File: src/rtl/motion_blur_pixel_blend_assert.svh
// Assertion macros for the motion blur pixel blend block.
// Depends on nothing; the including module supplies clk and rst_n.
`ifndef MOTION_BLUR_PIXEL_BLEND_ASSERT_SVH
`define MOTION_BLUR_PIXEL_BLEND_ASSERT_SVH

// Same-cycle implication, checked out of reset.
`define MBPB_ASSERT_NOW(label, cond, expr) \
    label: assert property (@(posedge clk) disable iff (!rst_n) (cond) |-> (expr)) \
        else $error("mbpb same-cycle check failed");

// Next-cycle implication, checked out of reset.
`define MBPB_ASSERT_NEXT(label, cond, expr) \
    label: assert property (@(posedge clk) disable iff (!rst_n) (cond) |=> (expr)) \
        else $error("mbpb next-cycle check failed");

`endif

File: src/rtl/mbpb_pkg.sv
// Shared types and constants for the motion blur pixel blend block.
// Used by mbpb_lane, mbpb_merge and motion_blur_pixel_blend.
package mbpb_pkg;

    localparam int LANES    = 4;
    localparam int BYTE_W   = 8;
    localparam int PIXEL_W  = 32;
    localparam int WEIGHT_W = 9;
    localparam int SUM_W    = 16;
    localparam int ADDR_W   = 5;
    localparam int DATA_W   = 32;

    localparam logic [WEIGHT_W-1:0] FULL_WEIGHT = 9'd256;
    localparam logic [SUM_W-1:0]    ROUND_HALF  = 16'd128;

    localparam logic MODE_GRAY      = 1'b0;
    localparam logic MODE_TRUECOLOR = 1'b1;

    localparam logic [8:0] RST_BLEND_WEIGHT = 9'd256;
    localparam logic       RST_PIXEL_MODE   = MODE_TRUECOLOR;
    localparam logic [2:0] RST_SKIP_BYTE    = 3'd3;
    localparam logic [7:0] RST_GRAY_LOW     = 8'd0;
    localparam logic [8:0] RST_GRAY_HIGH    = 9'd256;

    typedef enum logic [2:0] {
        REG_BLEND_WEIGHT = 3'd0,
        REG_PIXEL_MODE   = 3'd1,
        REG_SKIP_BYTE    = 3'd2,
        REG_GRAY_LOW     = 3'd3,
        REG_GRAY_HIGH    = 3'd4
    } reg_index_t;

    typedef struct packed {
        logic             valid;
        logic             gray_mode;
        logic [LANES-1:0] blend_mask;
    } ctrl_t;

endpackage

File: src/rtl/mbpb_lane.sv
// One byte lane: weighted sum old*(256-n) + new*n, registered.
// Depends on mbpb_pkg.
module mbpb_lane
(
    input  logic                               clk,
    input  logic                               load,
    input  logic [mbpb_pkg::BYTE_W-1:0]        old_byte,
    input  logic [mbpb_pkg::BYTE_W-1:0]        new_byte,
    input  logic [mbpb_pkg::WEIGHT_W-1:0]      weight,
    input  logic [mbpb_pkg::WEIGHT_W-1:0]      inv_weight,
    output logic [mbpb_pkg::SUM_W-1:0]         sum
);

    localparam int PROD_W = mbpb_pkg::BYTE_W + mbpb_pkg::WEIGHT_W;

    logic [PROD_W-1:0]              prod_old;
    logic [PROD_W-1:0]              prod_new;
    logic [PROD_W-1:0]              prod_sum;
    logic [mbpb_pkg::SUM_W-1:0]     sum_reg;
    logic [mbpb_pkg::SUM_W-1:0]     sum_next;

    always_comb
    begin
        prod_old = PROD_W'(old_byte) * PROD_W'(inv_weight);
        prod_new = PROD_W'(new_byte) * PROD_W'(weight);
        prod_sum = prod_old + prod_new;
        sum_next = prod_sum[mbpb_pkg::SUM_W-1:0];
    end

    always_ff @(posedge clk)
    begin
        if (load)
        begin
            sum_reg <= sum_next;
        end
    end

    assign sum = sum_reg;

endmodule

File: src/rtl/mbpb_merge.sv
// Merge stage: picks lane results, applies gray rounding, range and nudge.
// Depends on mbpb_pkg; fed by the mbpb_lane sums.
module mbpb_merge
(
    input  logic                                          clk,
    input  logic                                          rst_n,
    input  mbpb_pkg::ctrl_t                               ctrl,
    input  logic [mbpb_pkg::LANES-1:0][mbpb_pkg::SUM_W-1:0] lane_sum,
    input  logic [mbpb_pkg::PIXEL_W-1:0]                  old_pixel,
    input  logic [mbpb_pkg::BYTE_W-1:0]                   new_gray,
    input  logic [7:0]                                    gray_low,
    input  logic [8:0]                                    gray_high,
    output logic                                          done,
    output logic [mbpb_pkg::PIXEL_W-1:0]                  blended_pixel
);

    localparam int BW = mbpb_pkg::BYTE_W;

    logic [mbpb_pkg::PIXEL_W-1:0] color_pixel;
    logic [mbpb_pkg::SUM_W-1:0]   gray_sum;
    logic [BW-1:0]                old_gray;
    logic [BW-1:0]                gray_round;
    logic [BW-1:0]                gray_byte;
    logic                         gray_in_range;
    logic [mbpb_pkg::PIXEL_W-1:0] pixel_next;
    logic                         done_reg;
    logic [mbpb_pkg::PIXEL_W-1:0] pixel_reg;

    genvar g;
    generate
        for (g = 0; g < 4; g++)
        begin : g_byte
            if (g < mbpb_pkg::LANES)
            begin : g_lane
                assign color_pixel[BW*g +: BW] = ctrl.blend_mask[g] ?
                    lane_sum[g][mbpb_pkg::SUM_W-1 -: BW] : old_pixel[BW*g +: BW];
            end
            else
            begin : g_pass
                assign color_pixel[BW*g +: BW] = old_pixel[BW*g +: BW];
            end
        end
    endgenerate

    always_comb
    begin
        old_gray      = old_pixel[BW-1:0];
        gray_sum      = lane_sum[0] + mbpb_pkg::ROUND_HALF;
        gray_round    = gray_sum[mbpb_pkg::SUM_W-1 -: BW];
        gray_in_range = (old_gray >= gray_low) && ({1'b0, old_gray} < gray_high) &&
                        (new_gray >= gray_low) && ({1'b0, new_gray} < gray_high);
        gray_byte     = gray_round;
        if (!gray_in_range)
        begin
            gray_byte = old_gray;
        end
        else if ((gray_round == old_gray) && (old_gray != new_gray))
        begin
            gray_byte = (old_gray < new_gray) ? gray_round + 8'd1 : gray_round - 8'd1;
        end
        pixel_next = ctrl.gray_mode ? {{(mbpb_pkg::PIXEL_W-BW){1'b0}}, gray_byte}
                                    : color_pixel;
    end

    always_ff @(posedge clk or negedge rst_n)
    begin
        if (!rst_n)
        begin
            done_reg <= 1'b0;
        end
        else
        begin
            done_reg <= ctrl.valid;
        end
    end

    always_ff @(posedge clk)
    begin
        if (ctrl.valid)
        begin
            pixel_reg <= pixel_next;
        end
    end

    assign done          = done_reg;
    assign blended_pixel = pixel_reg;

endmodule

File: src/rtl/motion_blur_pixel_blend.sv
// Motion blur pixel blend: one pixel per clock, busy is never raised.
// Registers: lane sums and ctrl_reg, then the merge registers for blended_pixel and done.
// Throughput: one transfer per cycle, set by the per-lane multiply-add and the merge register.
// Reset: rst_n is asynchronous, active low; clears the pipeline valids and loads register defaults.
// Results cannot be stalled; each one is shown for exactly one cycle.
// Depends on mbpb_pkg, mbpb_lane, mbpb_merge and motion_blur_pixel_blend_assert.svh.
`include "motion_blur_pixel_blend_assert.svh"

module motion_blur_pixel_blend
(
    input  logic                              clk,
    input  logic                              rst_n,
    input  logic                              psel,
    input  logic                              penable,
    input  logic                              pwrite,
    input  logic [mbpb_pkg::ADDR_W-1:0]       paddr,
    input  logic [mbpb_pkg::DATA_W-1:0]       pwdata,
    output logic [mbpb_pkg::DATA_W-1:0]       prdata,
    output logic                              pready,
    input  logic                              start,
    output logic                              busy,
    input  logic [mbpb_pkg::PIXEL_W-1:0]      new_pixel,
    input  logic [mbpb_pkg::PIXEL_W-1:0]      old_pixel,
    output logic                              done,
    output logic [mbpb_pkg::PIXEL_W-1:0]      blended_pixel
);

    localparam int LANES = mbpb_pkg::LANES;

    logic [8:0]                                 blend_weight_reg;
    logic                                       pixel_mode_reg;
    logic [2:0]                                 skip_byte_reg;
    logic [7:0]                                 gray_low_reg;
    logic [8:0]                                 gray_high_reg;
    mbpb_pkg::reg_index_t                       reg_index;
    logic                                       cfg_write;
    logic                                       accept;
    logic [mbpb_pkg::WEIGHT_W-1:0]              weight_sat;
    logic [mbpb_pkg::WEIGHT_W-1:0]              inv_weight;
    mbpb_pkg::ctrl_t                            ctrl_reg;
    mbpb_pkg::ctrl_t                            ctrl_next;
    logic [mbpb_pkg::PIXEL_W-1:0]               old_pixel_reg;
    logic [mbpb_pkg::BYTE_W-1:0]                new_gray_reg;
    logic [LANES-1:0][mbpb_pkg::SUM_W-1:0]      lane_sum;

    assign pready    = 1'b1;
    assign busy      = 1'b0;
    assign accept    = start && !busy;
    assign reg_index = mbpb_pkg::reg_index_t'(paddr[mbpb_pkg::ADDR_W-1:2]);
    assign cfg_write = psel && penable && pwrite && pready;

    // Register file
    always_ff @(posedge clk or negedge rst_n)
    begin
        if (!rst_n)
        begin
            blend_weight_reg <= mbpb_pkg::RST_BLEND_WEIGHT;
            pixel_mode_reg   <= mbpb_pkg::RST_PIXEL_MODE;
            skip_byte_reg    <= mbpb_pkg::RST_SKIP_BYTE;
            gray_low_reg     <= mbpb_pkg::RST_GRAY_LOW;
            gray_high_reg    <= mbpb_pkg::RST_GRAY_HIGH;
        end
        else if (cfg_write)
        begin
            unique case (reg_index)
                mbpb_pkg::REG_BLEND_WEIGHT: blend_weight_reg <= pwdata[8:0];
                mbpb_pkg::REG_PIXEL_MODE:   pixel_mode_reg   <= pwdata[0];
                mbpb_pkg::REG_SKIP_BYTE:    skip_byte_reg    <= pwdata[2:0];
                mbpb_pkg::REG_GRAY_LOW:     gray_low_reg     <= pwdata[7:0];
                mbpb_pkg::REG_GRAY_HIGH:    gray_high_reg    <= pwdata[8:0];
                default:
                begin
                end
            endcase
        end
    end

    always_comb
    begin
        unique case (reg_index)
            mbpb_pkg::REG_BLEND_WEIGHT: prdata = {23'd0, blend_weight_reg};
            mbpb_pkg::REG_PIXEL_MODE:   prdata = {31'd0, pixel_mode_reg};
            mbpb_pkg::REG_SKIP_BYTE:    prdata = {29'd0, skip_byte_reg};
            mbpb_pkg::REG_GRAY_LOW:     prdata = {24'd0, gray_low_reg};
            mbpb_pkg::REG_GRAY_HIGH:    prdata = {23'd0, gray_high_reg};
            default:                    prdata = '0;
        endcase
    end

    // Clamp the weight and build the lane controls
    always_comb
    begin
        weight_sat = (blend_weight_reg > mbpb_pkg::FULL_WEIGHT) ? mbpb_pkg::FULL_WEIGHT
                                                                : blend_weight_reg;
        inv_weight = mbpb_pkg::FULL_WEIGHT - weight_sat;
        ctrl_next.valid     = accept;
        ctrl_next.gray_mode = (pixel_mode_reg == mbpb_pkg::MODE_GRAY);
        for (int i = 0; i < LANES; i++)
        begin
            ctrl_next.blend_mask[i] = (skip_byte_reg != 3'(i));
        end
    end

    always_ff @(posedge clk or negedge rst_n)
    begin
        if (!rst_n)
        begin
            ctrl_reg <= '0;
        end
        else
        begin
            ctrl_reg <= ctrl_next;
        end
    end

    always_ff @(posedge clk)
    begin
        if (accept)
        begin
            old_pixel_reg <= old_pixel;
            new_gray_reg  <= new_pixel[mbpb_pkg::BYTE_W-1:0];
        end
    end

    genvar g;
    generate
        for (g = 0; g < LANES; g++)
        begin : g_lane
            mbpb_lane u_lane
            (
                .clk        (clk),
                .load       (accept),
                .old_byte   (old_pixel[mbpb_pkg::BYTE_W*g +: mbpb_pkg::BYTE_W]),
                .new_byte   (new_pixel[mbpb_pkg::BYTE_W*g +: mbpb_pkg::BYTE_W]),
                .weight     (weight_sat),
                .inv_weight (inv_weight),
                .sum        (lane_sum[g])
            );
        end
    endgenerate

    mbpb_merge u_merge
    (
        .clk           (clk),
        .rst_n         (rst_n),
        .ctrl          (ctrl_reg),
        .lane_sum      (lane_sum),
        .old_pixel     (old_pixel_reg),
        .new_gray      (new_gray_reg),
        .gray_low      (gray_low_reg),
        .gray_high     (gray_high_reg),
        .done          (done),
        .blended_pixel (blended_pixel)
    );

    `MBPB_ASSERT_NEXT(a_accept_to_stage, start && !busy, ctrl_reg.valid)
    `MBPB_ASSERT_NEXT(a_stage_to_done, ctrl_reg.valid, done)
    `MBPB_ASSERT_NOW(a_done_has_source, done, $past(start, 2))
    `MBPB_ASSERT_NOW(a_gray_upper_zero, done && (pixel_mode_reg == mbpb_pkg::MODE_GRAY),
                     blended_pixel[31:8] == 24'd0)

endmodule
File: config.mk
export PLATFORM = sky130hd
export DESIGN_NAME = motion_blur_pixel_blend
export DESIGN_NICKNAME = d
export VERILOG_FILES = /design/src/rtl/mbpb_pkg.sv /design/src/rtl/mbpb_lane.sv /design/src/rtl/mbpb_merge.sv /design/src/rtl/motion_blur_pixel_blend.sv
export VERILOG_INCLUDE_DIRS = /design/src /design/src/rtl
export SDC_FILE = /design/constraint.sdc
export NUM_CORES = 1
export LEC_CHECK = 0
export CAP_MARGIN = 5
export CORE_AREA = 5 5 335 337
export CTS_BUF_LIST = sky130_fd_sc_hd__clkbuf_8
export CTS_CLUSTER_SIZE = 10
export DETAILED_ROUTE_END_ITERATION = 12
export DIE_AREA = 0 0 340 342
export DONT_BUFFER_PORTS = 1
export GPL_TIMING_DRIVEN = 0
export SYNTH_ARGS = -nofsm -noshare
export SYNTH_HDL_FRONTEND = slang
export SYNTH_HIERARCHICAL = 1
export SYNTH_SLANG_ARGS = --single-unit
export TNS_END_PERCENT = 50
File: constraint.sdc
create_clock -name clk -period 9.2 [get_ports clk]
set_input_delay 0.92 -clock clk [delete_from_list [all_inputs] [get_ports clk]]
set_output_delay 0.92 -clock clk [all_outputs]
set_load 0.1 [all_outputs]
==> results.cfg <==
[outcome]
outcome = finished, final reports clean

[layout]
final_util = 0.2639
final_common_cell = sky130_fd_sc_hd__inv_1
largest_reg_flops = 33
most-common-layout-cells = 600 x sky130_fd_sc_hd__inv_1, 429 x sky130_fd_sc_hd__fa_1, 321 x sky130_fd_sc_hd__nand2_1
layout-area-overhead-vs-synth_pct = 10.87
layout.nets = 3541
final_layout_size_suffix_gt1_frac = 0.06745

[grt]
grt_pass1_vias = 19090
grt_antenna_before_repair = 12
globalRouteOverflowTotal = 0
grt_first_pass_wirelength_um = 111500
grt_usage = 0.1242
grt_start_max_net_pins = 75

[sta]
rsz0062_at_grt = false
finalCritPeriodShare = 0.8494
timing_hold_violations_final = 0
maxSlewHeadroom = 0.1163
finClkSkew_ns = 0.02486
report.final.setup_viol = 0
timing.fmax_mhz = 128.0
timing.final.crit_period_ns = 7.814
max_slew.worst_pin.slew_ns = 1.325
maxSlewViolCount = 0

[place]
numPortBuffers = 0
detailed_placement_wirelength_estimate_um = 58010
gpl.final_weighted_congestion = 0.8340

[floorplan]
core.rowCount = 121
design.die.area_sq_um = 116300
die_h_um = 342
die_w_um = 340
placeableCoreArea_sq_um = 108600
io_pins = 174
initial_core_utilization = 0.2380

[setup_path]
cp.arrival_ns = 8.11
setup.worst_path.end_class = register
worst_setup_path_start_kind = register
critPathRequiredTime_ns = 9.50
timing.setup.critical_path_class = reg2reg
worst-path-max-fanout = 10

[drt]
iteration_0_drc_count_of_the_detailed_router = 925
ant_nets = 0
final_wl_um = 70640
detailedRoute.firstPassIterationCount = 5
drt_via_density = 4.303
detail_route.drc_violations = 0
dr_total_vias = 17850
avgRoutedWirePerCell_um = 17.03

[synthesis]
post_synth_instance_area_sq_um = 25840
syn-mean-instance-area_sq_um = 9.747
syn-instance-count = 2651
yosys_warnings = 6

[clocking]
cts_tree = yes
clock_latency_late_sink_ns = 0.55
clock_sink_count = 142
cts-buffers-inserted = 17
clkTransAtPathRegs_ns = 0.10
clock-root-buffer = sky130_fd_sc_hd__clkbuf_8
clock_tree.buffer_depth = 2
clock_tree.htree_level_count = 4

[flow_run]
timing.max_cap.violations = 0

[min_path]
hold_path_class = in2async
worst max-delay path: stages, from the launching register on:
cell	delay, ns
sky130_fd_sc_hd__dfstp_2	0.72
sky130_fd_sc_hd__clkbuf_1	0.56
sky130_fd_sc_hd__nand2b_1	0.23
sky130_fd_sc_hd__ha_1	0.30
sky130_fd_sc_hd__nor2b_1	0.22
sky130_fd_sc_hd__nand3_1	0.10
sky130_fd_sc_hd__o211ai_1	0.33
sky130_fd_sc_hd__buf_4	0.30
sky130_fd_sc_hd__buf_6	0.17
sky130_fd_sc_hd__nand2_1	0.09
sky130_fd_sc_hd__fa_1	0.52
sky130_fd_sc_hd__fa_1	0.58
sky130_fd_sc_hd__fa_1	0.44
sky130_fd_sc_hd__fa_1	0.58
sky130_fd_sc_hd__fa_1	0.44
sky130_fd_sc_hd__fa_1	0.49
sky130_fd_sc_hd__inv_1	0.04
sky130_fd_sc_hd__ha_1	0.28
sky130_fd_sc_hd__o21ai_0	0.16
sky130_fd_sc_hd__nand2b_1	0.10
sky130_fd_sc_hd__a31oi_1	0.51
sky130_fd_sc_hd__o21ai_0	0.22
sky130_fd_sc_hd__xor2_1	0.17
cell type report:
type                            instances  area [sq um]
Clock buffer                           17         234.0
Timing Repair Buffer                   22         449.2
Multi-Input combinational cell       1868         19320
Sequential cell                       142          4086
Antenna cell                            6         15.01
Clock inverter                         15         136.4
Tap cell                             1414          1769
Buffer                                 64         381.6
Inverter                              600          2252
Fill cell                           11420         79900
through the flow:
stage / setup slack (ns) / hold slack [ns] / cell area (sq um) / cells / TNS [ns]
floorplan: 1.515 / 0.4199 / 25930 / 2674 / 0
global placement: -2.330 / 0.4267 / 27700 / 4088 / -65.22
detailed placement: 1.362 / 0.4301 / 28250 / 4109 / 0
CTS: 1.324 / 0.0003699 / 28630 / 4142 / 0
global route: 0.9646 / 0.003300 / 28640 / 4144 / 0
finish: 1.386 / 0.05678 / 28650 / 4148 / 0
routing by layer:
layer  vias to the layer above  share of wire  global-route usage
li1                       8300              -                   -
met5                         -        0.00086                   0
met2                       420           0.46              0.2052
met4                         8          0.022             0.03404
met1                      9051           0.42              0.1511
met3                        68          0.099             0.04885
path summary, 6_finish.rpt:
path	from	cells past startpoint	slack (ns)	to
min in group clk	start	0	0.43	ctrl_reg[5]$_DFF_PN0_
min reg2reg	pixel_mode_reg$_DFFE_PN1P_	1	0.45	ctrl_reg[4]$_DFF_PN0_
max reg2reg	blend_weight_reg[8]$_DFFE_PN1P_	22	1.39	g_lane[2].u_lane/sum[13]$_DFFE_PP_
max in group asynchronous	rst_n	1	8.39	blend_weight_reg[7]$_DFFE_PN0P_
min	rst_n	0	0.06	blend_weight_reg[6]$_DFFE_PN0P_
max	blend_weight_reg[8]$_DFFE_PN1P_	22	1.39	g_lane[2].u_lane/sum[13]$_DFFE_PP_
timing repair:
action	4_1_cts	5_1_grt
endpoints found under the hold margin	1	0
hold buffers	1	0
resized for setup	0	0
buffers inserted	0	0
Power is not shown: default switching activity piles up to over one toggle a cycle in this logic, so the estimate is an artifact.
